==> src/hdl/rlsd_pkg.sv <==
`timescale 1ns / 1ps
`default_nettype none

package rlsd_pkg;

    localparam int WORD_W = 16;
    localparam int DIM_W = 10;
    localparam int COL_W = 12;
    localparam int INDEX_W = 20;
    localparam int COLOR_W = 24;
    localparam int FAULT_W = 2;
    localparam int SUM_W = WORD_W + 1;
    localparam int TDATA_W = 48;
    localparam int TUSER_W = 4;

    localparam int MAX_DIM = 1024;
    localparam int PAIR_LIMIT = 2048;
    localparam logic [COL_W-1:0] COL_CAP = '1;
    localparam logic [DIM_W-1:0] DIM_RESET = 10'd44;

    localparam logic [FAULT_W-1:0] FAULT_NONE = 2'd0;
    localparam logic [FAULT_W-1:0] FAULT_PAIR = 2'd1;
    localparam logic [FAULT_W-1:0] FAULT_WIDTH = 2'd2;

    localparam logic CFG_WIDTH = 1'b0;
    localparam logic CFG_HEIGHT = 1'b1;

    typedef struct packed {
        logic [DIM_W-1:0] width;
        logic [DIM_W-1:0] height;
    } cfg_t;

    typedef struct packed {
        logic [WORD_W-1:0] word;
        logic              start;
    } in_word_t;

    typedef struct packed {
        logic [INDEX_W-1:0] index;
        logic [COLOR_W-1:0] color;
        logic               is_pixel;
        logic               row_end;
        logic               done;
        logic [FAULT_W-1:0] fault;
    } result_t;

    // floor(c * 255 / 31) written as 8c plus floor(7c / 31).
    function automatic logic [7:0] expand5(input logic [4:0] c);
        logic [2:0] frac;
        frac = 3'(c >= 5'd5) + 3'(c >= 5'd9) + 3'(c >= 5'd14) + 3'(c >= 5'd18)
             + 3'(c >= 5'd23) + 3'(c >= 5'd27) + 3'(c >= 5'd31);
        return {c, 3'b000} + {5'b00000, frac};
    endfunction

    function automatic logic [COLOR_W-1:0] rgb555_to_24(input logic [WORD_W-1:0] w);
        return {expand5(w[4:0]), expand5(w[9:5]), expand5(w[14:10])};
    endfunction

endpackage

`default_nettype wire

==> src/hdl/rlsd_cfg.sv <==
`timescale 1ns / 1ps
`default_nettype none

module rlsd_cfg
    import rlsd_pkg::*;
(
    input  wire logic             clk,
    input  wire logic             rst_n,
    input  wire logic             cfg_valid,
    output logic                  cfg_ready,
    input  wire logic             cfg_index,
    input  wire logic [DIM_W-1:0] cfg_data,
    output cfg_t                  cfg
);

    cfg_t cfg_reg;

    assign cfg_ready = 1'b1;
    assign cfg = cfg_reg;

    always_ff @(posedge clk or negedge rst_n)
    begin
        if (!rst_n)
        begin
            cfg_reg.width  <= DIM_RESET;
            cfg_reg.height <= DIM_RESET;
        end
        else if (cfg_valid)
        begin
            unique case (cfg_index)
                CFG_WIDTH:  cfg_reg.width  <= cfg_data;
                CFG_HEIGHT: cfg_reg.height <= cfg_data;
                default:    cfg_reg.width  <= cfg_reg.width;
            endcase
        end
    end

endmodule

`default_nettype wire

==> src/hdl/rlsd_in_stage.sv <==
`timescale 1ns / 1ps
`default_nettype none

module rlsd_in_stage
    import rlsd_pkg::*;
(
    input  wire logic     clk,
    input  wire logic     rst_n,
    input  wire logic     s_valid,
    output logic          s_ready,
    input  wire in_word_t s_word,
    output logic          held_valid,
    output in_word_t      held_word,
    input  wire logic     take
);

    logic     valid_reg;
    in_word_t word_reg;

    assign s_ready    = !valid_reg || take;
    assign held_valid = valid_reg;
    assign held_word  = word_reg;

    always_ff @(posedge clk or negedge rst_n)
    begin
        if (!rst_n)
        begin
            valid_reg <= 1'b0;
        end
        else if (s_valid && s_ready)
        begin
            valid_reg <= 1'b1;
        end
        else if (take)
        begin
            valid_reg <= 1'b0;
        end
    end

    always_ff @(posedge clk)
    begin
        if (s_valid && s_ready)
        begin
            word_reg <= s_word;
        end
    end

endmodule

`default_nettype wire

==> src/hdl/rlsd_core.sv <==
`timescale 1ns / 1ps
`default_nettype none

module rlsd_core
    import rlsd_pkg::*;
#(
    parameter int PAIR_LIMIT_P = PAIR_LIMIT
)
(
    input  wire logic     clk,
    input  wire logic     rst_n,
    input  wire cfg_t     cfg,
    input  wire logic     held_valid,
    input  wire in_word_t held_word,
    output logic          take,
    output logic          out_valid,
    output result_t       out_result,
    input  wire logic     out_ready
);

    localparam int SKIP_W = $clog2(PAIR_LIMIT_P + 1);
    localparam int LEFT_W = $clog2(PAIR_LIMIT_P);
    localparam int CADD_W = ((SKIP_W > COL_W) ? SKIP_W : COL_W) + 1;
    localparam logic [WORD_W-1:0] LIMIT_WORD = WORD_W'(PAIR_LIMIT_P);
    localparam logic [SUM_W-1:0] LIMIT_SUM = SUM_W'(PAIR_LIMIT_P);

    typedef enum logic [1:0] {
        PH_SKIP = 2'd0,
        PH_RUN  = 2'd1,
        PH_PIX  = 2'd2
    } phase_t;

    phase_t              phase_reg, phase_next;
    logic [COL_W-1:0]    column_reg, column_next;
    logic [DIM_W-1:0]    row_reg, row_next;
    logic [INDEX_W-1:0]  row_base_reg, row_base_next;
    logic [SKIP_W-1:0]   skip_reg, skip_next;
    logic [LEFT_W-1:0]   left_reg, left_next;
    logic                halted_reg, halted_next;
    logic                out_valid_reg;
    result_t             out_result_reg;

    phase_t              phase_cur;
    logic [COL_W-1:0]    column_cur;
    logic [DIM_W-1:0]    row_cur;
    logic [INDEX_W-1:0]  row_base_cur;
    logic [SKIP_W-1:0]   skip_cur;
    logic [LEFT_W-1:0]   left_cur;
    logic                halted_cur;

    logic                dims_ok;
    logic [WORD_W-1:0]   w;
    logic [SUM_W-1:0]    pair_sum;
    logic [CADD_W-1:0]   col_add;
    logic [DIM_W-1:0]    row_inc;
    logic                emit;
    result_t             res;

    assign take       = held_valid && (!out_valid_reg || out_ready);
    assign out_valid  = out_valid_reg;
    assign out_result = out_result_reg;
    assign w          = held_word.word;

    assign dims_ok = (cfg.width != '0) && ({22'd0, cfg.width} < 32'(MAX_DIM))
                  && (cfg.height != '0) && ({22'd0, cfg.height} < 32'(MAX_DIM));

    always_comb
    begin
        if (held_word.start)
        begin
            phase_cur    = PH_SKIP;
            column_cur   = '0;
            row_cur      = '0;
            row_base_cur = '0;
            skip_cur     = '0;
            left_cur     = '0;
            halted_cur   = 1'b0;
        end
        else
        begin
            phase_cur    = phase_reg;
            column_cur   = column_reg;
            row_cur      = row_reg;
            row_base_cur = row_base_reg;
            skip_cur     = skip_reg;
            left_cur     = left_reg;
            halted_cur   = halted_reg;
        end

        pair_sum = {1'b0, w} + SUM_W'(skip_cur);
        col_add  = CADD_W'(column_cur) + CADD_W'(skip_cur);
        row_inc  = row_cur + 1'b1;

        phase_next    = phase_cur;
        column_next   = column_cur;
        row_next      = row_cur;
        row_base_next = row_base_cur;
        skip_next     = skip_cur;
        left_next     = left_cur;
        halted_next   = halted_cur;
        emit          = 1'b0;
        res           = '0;

        if (!halted_cur)
        begin
            unique case (phase_cur)
                PH_SKIP:
                begin
                    skip_next  = (w > LIMIT_WORD) ? SKIP_W'(PAIR_LIMIT_P) : SKIP_W'(w);
                    phase_next = PH_RUN;
                end
                PH_RUN:
                begin
                    if (pair_sum >= LIMIT_SUM)
                    begin
                        halted_next = 1'b1;
                        emit        = 1'b1;
                        res.fault   = FAULT_PAIR;
                    end
                    else if (pair_sum == '0)
                    begin
                        column_next   = '0;
                        row_next      = row_inc;
                        row_base_next = row_base_cur + INDEX_W'(cfg.width);
                        phase_next    = PH_SKIP;
                        emit          = 1'b1;
                        res.row_end   = 1'b1;
                        if (row_inc >= cfg.height)
                        begin
                            halted_next = 1'b1;
                            res.done    = 1'b1;
                        end
                    end
                    else
                    begin
                        column_next = (col_add > CADD_W'(COL_CAP)) ? COL_CAP
                                                                   : col_add[COL_W-1:0];
                        left_next   = w[LEFT_W-1:0];
                        phase_next  = (w != '0) ? PH_PIX : PH_SKIP;
                    end
                end
                PH_PIX:
                begin
                    column_next = (column_cur < COL_CAP) ? column_cur + 1'b1 : COL_CAP;
                    left_next   = (left_cur != '0) ? left_cur - 1'b1 : left_cur;
                    if (left_next == '0)
                    begin
                        phase_next = PH_SKIP;
                    end
                    emit = 1'b1;
                    if (column_cur >= {2'b00, cfg.width})
                    begin
                        res.fault = FAULT_WIDTH;
                    end
                    else
                    begin
                        res.index    = row_base_cur + INDEX_W'(column_cur);
                        res.color    = rgb555_to_24(w);
                        res.is_pixel = 1'b1;
                    end
                end
                default:
                begin
                    phase_next = PH_SKIP;
                end
            endcase
        end
    end

    always_ff @(posedge clk or negedge rst_n)
    begin
        if (!rst_n)
        begin
            phase_reg     <= PH_SKIP;
            column_reg    <= '0;
            row_reg       <= '0;
            row_base_reg  <= '0;
            skip_reg      <= '0;
            left_reg      <= '0;
            halted_reg    <= 1'b0;
            out_valid_reg <= 1'b0;
        end
        else
        begin
            if (take && dims_ok)
            begin
                phase_reg     <= phase_next;
                column_reg    <= column_next;
                row_reg       <= row_next;
                row_base_reg  <= row_base_next;
                skip_reg      <= skip_next;
                left_reg      <= left_next;
                halted_reg    <= halted_next;
                out_valid_reg <= emit;
            end
            else if (out_ready)
            begin
                out_valid_reg <= 1'b0;
            end
        end
    end

    always_ff @(posedge clk)
    begin
        if (take && dims_ok && emit)
        begin
            out_result_reg <= res;
        end
    end

endmodule

`default_nettype wire

==> src/hdl/run_length_sprite_decoder.sv <==
`timescale 1ns / 1ps
`default_nettype none

// Run-length sprite decoder for RGB555 sprites. One 16-bit stream word is taken per cycle
// on the s_ side while the output side keeps up; skip and run words give no result, while
// each pixel word, each end of row and each fault gives one word on the m_ side, with the
// colour expanded to 24 bits (red in the low byte). A word passes through an input
// register, one pass of decode logic and a result register, so the sustained rate is one
// word per cycle for as long as the output side keeps up. Set tuser on the first word of a
// sprite to restart decoding. Width and height are written through the cfg_ port; the user
// must write them only while the block is idle; the block itself does not enforce this. While
// either is zero, words are dropped without effect.
module run_length_sprite_decoder
    import rlsd_pkg::*;
#(
    parameter int PAIR_LIMIT_P = PAIR_LIMIT
)
(
    input  wire logic               clk,
    input  wire logic               rst_n,
    input  wire logic               s_tvalid,
    output logic                    s_tready,
    input  wire logic [WORD_W-1:0]  s_tdata,   // stream_word
    input  wire logic               s_tuser,   // tile_start
    output logic                    m_tvalid,
    input  wire logic               m_tready,
    output logic [TDATA_W-1:0]      m_tdata,   // pixel_index, pixel_color, zero fill
    output logic [TUSER_W-1:0]      m_tuser,   // is_pixel, row_end, fault
    output logic                    m_tlast,   // sprite_done
    input  wire logic               cfg_valid,
    output logic                    cfg_ready,
    input  wire logic               cfg_index,
    input  wire logic [DIM_W-1:0]   cfg_data
);

    cfg_t     cfg;
    in_word_t s_word;
    in_word_t held_word;
    logic     held_valid;
    logic     take;
    result_t  out_result;

    assign s_word.word  = s_tdata;
    assign s_word.start = s_tuser;

    rlsd_cfg u_cfg
    (
        .clk       (clk),
        .rst_n     (rst_n),
        .cfg_valid (cfg_valid),
        .cfg_ready (cfg_ready),
        .cfg_index (cfg_index),
        .cfg_data  (cfg_data),
        .cfg       (cfg)
    );

    rlsd_in_stage u_in
    (
        .clk        (clk),
        .rst_n      (rst_n),
        .s_valid    (s_tvalid),
        .s_ready    (s_tready),
        .s_word     (s_word),
        .held_valid (held_valid),
        .held_word  (held_word),
        .take       (take)
    );

    rlsd_core #(
        .PAIR_LIMIT_P (PAIR_LIMIT_P)
    ) u_core
    (
        .clk        (clk),
        .rst_n      (rst_n),
        .cfg        (cfg),
        .held_valid (held_valid),
        .held_word  (held_word),
        .take       (take),
        .out_valid  (m_tvalid),
        .out_result (out_result),
        .out_ready  (m_tready)
    );

    assign m_tdata = {4'b0000, out_result.color, out_result.index};
    assign m_tuser = {out_result.fault, out_result.row_end, out_result.is_pixel};
    assign m_tlast = out_result.done;

endmodule

`default_nettype wire

==> config.mk <==
export PLATFORM = sky130hd
export DESIGN_NAME = run_length_sprite_decoder
export DESIGN_NICKNAME = d
export VERILOG_FILES = /design/src/hdl/rlsd_pkg.sv /design/src/hdl/rlsd_cfg.sv /design/src/hdl/rlsd_in_stage.sv /design/src/hdl/rlsd_core.sv /design/src/hdl/run_length_sprite_decoder.sv
export SDC_FILE = /design/constraint.sdc
export NUM_CORES = 1
export LEC_CHECK = 0
export ABC_AREA = 1
export BUFFER_PORTS_ARGS = -buffer_cell sky130_fd_sc_hd__buf_4
export CORE_MARGIN = 5
export CORE_UTILIZATION = 54
export DETAILED_ROUTE_END_ITERATION = 16
export GPL_TIMING_DRIVEN = 0
export PLACE_DENSITY = 0.73
export SLEW_MARGIN = 20
export SYNTH_ARGS = -nofsm -noshare
export SYNTH_HDL_FRONTEND = slang
export SYNTH_SLANG_ARGS = --single-unit
==> constraint.sdc <==
create_clock -name clk -period 6 [get_ports clk]
set_input_delay 0.6 -clock clk [delete_from_list [all_inputs] [get_ports clk]]
set_output_delay 0.6 -clock clk [all_outputs]
set_load 0.1 [all_outputs]
==> summary.md <==
| Metric | Value |
|---|---|
| Status | finished clean |
| Max Cap Viol | 0 |
| Drt total wl | 35,300 um |
| Antenna cell count | 0 |
| Synthesized area | 0.0120 mm^2 |
| Top-area cell type share of the netlist area | 0.175 |
| Sequential area share after synthesis | 0.354 |
| Multiplexer share of the synthesized area | 0 |
| RSZ-0062 raised after global routing | false |
| Die height | 159 um |
| Die W | 159 um |
| WP data required | 6.13 ns |
| Initial DRT Pass Iterations | 6 |
| Worst-Margin Slew | 0.897 ns |
| Core ar. | 0.0218 mm^2 |
| Die Area | 0.0253 mm^2 |
| Cell Count, Final, Fillers Out | 2,105 |
| Vias in the first global route | 11,200 |
| CP cell instances | buf_2, buf_1, clkbuf_1, nor2_1, ha_1, ha_1, inv_1, nand2_1, nand3_1, nand2_1, nand3_1, nand3_1, nand2_1, nand2_1, nor2_1, nand2_2, nand2_2, buf_2, a21oi_2, nor2_4, buf_12 |
| Avg Vias per Cell | 5.62 |
| Post-synth cell types | 56 |
| Synth Area in Simple Gates | 0.307 |
| CP Class | flip-flop to flip-flop |
| Fmax achieved | 179 MHz |
| DR DRC count | 0 |
| Sink Count | 156 |
| Endpoints failing hold | 0 |
| Synth Register Bits | 156 |
| Syn Area/Cell | 7.03 um^2 |
| Startpoint types | flip-flop |
| Synth warnings | 0 |
| Buf+Inv Stages, Crit Path | 6 |
| Pwr dens | 295 mW/mm^2 |
| Fin crit period | 5.59 ns |
| Largest net degree at the start of global routing | 91 |
| CP dominant cell by count | nand2_1 |
| Largest family of logic cells by synthesized area | simple AND/OR/NAND/NOR gates |
| Ratio of cells with drive above 1 in the final layout | 0.107 |
| Synth area leader | dfrtp_1 |
| Synth Instances | 1,705 |
| First-pass GRT wire length | 56,800 um |
| Clock-pin slew on the worst setup and hold paths | 0.07 ns |
| Row cnt | 54 |
| Hold Worst Slack | 0.274 ns |
| Clock tree buffer depth | 2 |
| Post-Synth XOR/XNOR Area | 0.0343 |
| CP max stage cell | clkbuf_1 |
| Initial antenna violation count | 0 |
| Cell Count Post-Placement | 2,072 |
| CTS tree | done |
| FF/Latch Area | 0.00424 mm^2 |
| Grt total ovfl | 0 |
| Drt initial violations | 959 |
| Clock skew | 0.0131 ns |
| IR Drop Worst-Case VDD | 198 uV |
| Setup ws final | 0.414 ns |
| Post-route antenna net violation count | 0 |
| Final setup violation count | 0 |
| DP Worst Slack | 0.415 ns |
| Ports | 89 |
| Pins Over Slew Limit | 0 |
| # H-tree levels | 4 |
| Final net count | 1,914 |
| Largest register FFs | 49 |
| Num CTS Buffers | 17 |
| Sum Neg Setup Slack | 0 ns |
| Flop-to-flop setup slack | 0.41 ns |
| IO buf count | 83 |
| Layout fillers | 2,036 |
| Compound-Gate Fraction of Synth Area | 0.128 |
| Tot GR Track Use | 0.274 |
| Worst EP arrival | 5.72 ns |
| Root buf cell | clkbuf_16 |
| Worst-Skew Late Latency | 0.44 ns |
| CP Max Fanout | 30 |
| Leakage | 6.68 nW |
| Synth Area in Adders | 0.0789 |
| Initial Util | 0.549 |
| Area Growth Syn to Fin | 13.6% |
| Rel. slew slack | 0.402 |
| Final Util | 0.624 |
| Post-DP HPWL | 26,800 um |
| Nature of the critical path endpoint | flip-flop |
| CP peak stage delay | 0.59 ns |
| CTS Hold Bufs | 0 |
| Top delay family on crit path | buffers and inverters |
| Top post-synthesis cells by area | dfrtp_1 18%, edfxtp_1 17%, nand2_1 14%, inv_1 7.0%, nor2_1 6.5% |
| Hold Crit Class | input pin to asynchronous set/reset pin |
| RePlAce Congestion | 0.956 |
| Routed via count | 11,800 |
| Final period util | 0.931 |
| Routed length per instance | 16.8 um |
| Multi-input gate area | 0.00660 mm^2 |
==> routing by layer <==
layer,track usage,up-vias,part of all wire
met5,0,-,0
met4,0.0865,0,0.030
met3,0.0699,72,0.11
met2,0.408,571,0.41
met1,0.393,5420,0.45
li1,-,5759,-
==> logic make-up after synthesis <==
logic type                 Yosys count
other                                2
buffers and inverters              290
and+or+nand+nor                    863
AOI/OAI and AO/OA                  278
adders and majority gates           69
xor gates and xnor gates            47
DFF                                156
==> layout make-up <==
type                            count  area share
Inverter                          236      0.0650
Clock inverter                     15      0.0132
Buffer                             54      0.0209
Sequential cell                   156       0.311
Tap cell                          280      0.0257
Clock buffer                       17      0.0312
Multi-Input combinational cell   1263       0.485
Timing Repair Buffer               84      0.0475
==> layout by cell type (no fill, tap or decap), types with 25 or more instances in the layout <==
cell type and instances:
nor2_1 207, a21oi_1 114, ha_1 58, xor2_1 33
nand3_1 102, o21ai_0 77, nand2_1 453, buf_4 91
clkbuf_1 25, edfxtp_1 66, inv_1 223, dfrtp_1 84
==> where the power goes <==
| group | total, mW | internal, mW | switching [mW] |
|---|---|---|---|
| clock | 1.14 | 0.629 | 0.510 |
| sequential | 1.36 | 1.25 | 0.108 |
| combinational | 1.52 | 0.455 | 1.06 |
==> Yosys cell counts, drive strengths merged <==
library cell	instances
o221ai	1
buf	29
inv	231
xor2	33
xnor2	14
o21bai	1
nand3b	2
o31ai	4
and3	1
conb	2
o2111ai	2
or2	8
a211oi	2
a21boi	4
ha	58
nor3b	3
a21o	5
clkbuf	25
o22ai	2
clkinv	5
a21oi	115
o21a	3
o211ai	12
nand3	106
nand2	470
dfstp	6
nand4	20
a31oi	18
and2	1
nor4	12
a221oi	1
dfrtp	84
nor2	217
o21ai	102
edfxtp	66
nor3	23
a41oi	1
fa	11
a22oi	5
==> worst reg2reg max path, delay by kind of cell (launching register included) <==
kind	cells	cell delay (ns)
AO/OA/AOI/OAI	1	0.21
AND/OR/NAND/NOR	12	2.00
flip-flops	1	0.53
adder cells (fa/ha/maj)	2	0.43
buffers and inverters	6	2.10
==> worst paths after layout <==
check | from | end | cells after the start
min | rst_n | u_core.left_reg[8]$_DFFE_PN0P_ | 1
min reg2reg | u_core.column_reg[7]$_DFFE_PN0P_ | u_core.column_reg[7]$_DFFE_PN0P_ | 2
max reg2reg | u_in.held_word[0]$_DFFE_PP_ | u_core.out_result[22]$_SDFFCE_PP0P_ | 21
min in group clk | s_tdata[4] | u_in.held_word[5]$_DFFE_PP_ | 1
max | u_in.held_word[0]$_DFFE_PP_ | u_core.out_result[22]$_SDFFCE_PP0P_ | 21
max in group asynchronous | rst_n | u_cfg.cfg[4]$_DFFE_PN0P_ | 1
==> through the flow <==
stage | instance area, um^2 | power, mW
after floorplan | 12000 | 2.47
after global placement | 13000 | 2.82
after detailed placement | 13000 | 2.86
after global routing | 13600 | 4.26
final | 13600 | 4.02
after CTS | 13600 | 3.99
==> repair_timing <==
item / in CTS / in global routing
setup endpoints to repair: 0 / 7
resized for setup: 0 / 1
setup buffers: 0 / 0
Note: power is estimated with default switching activity, not from simulation.
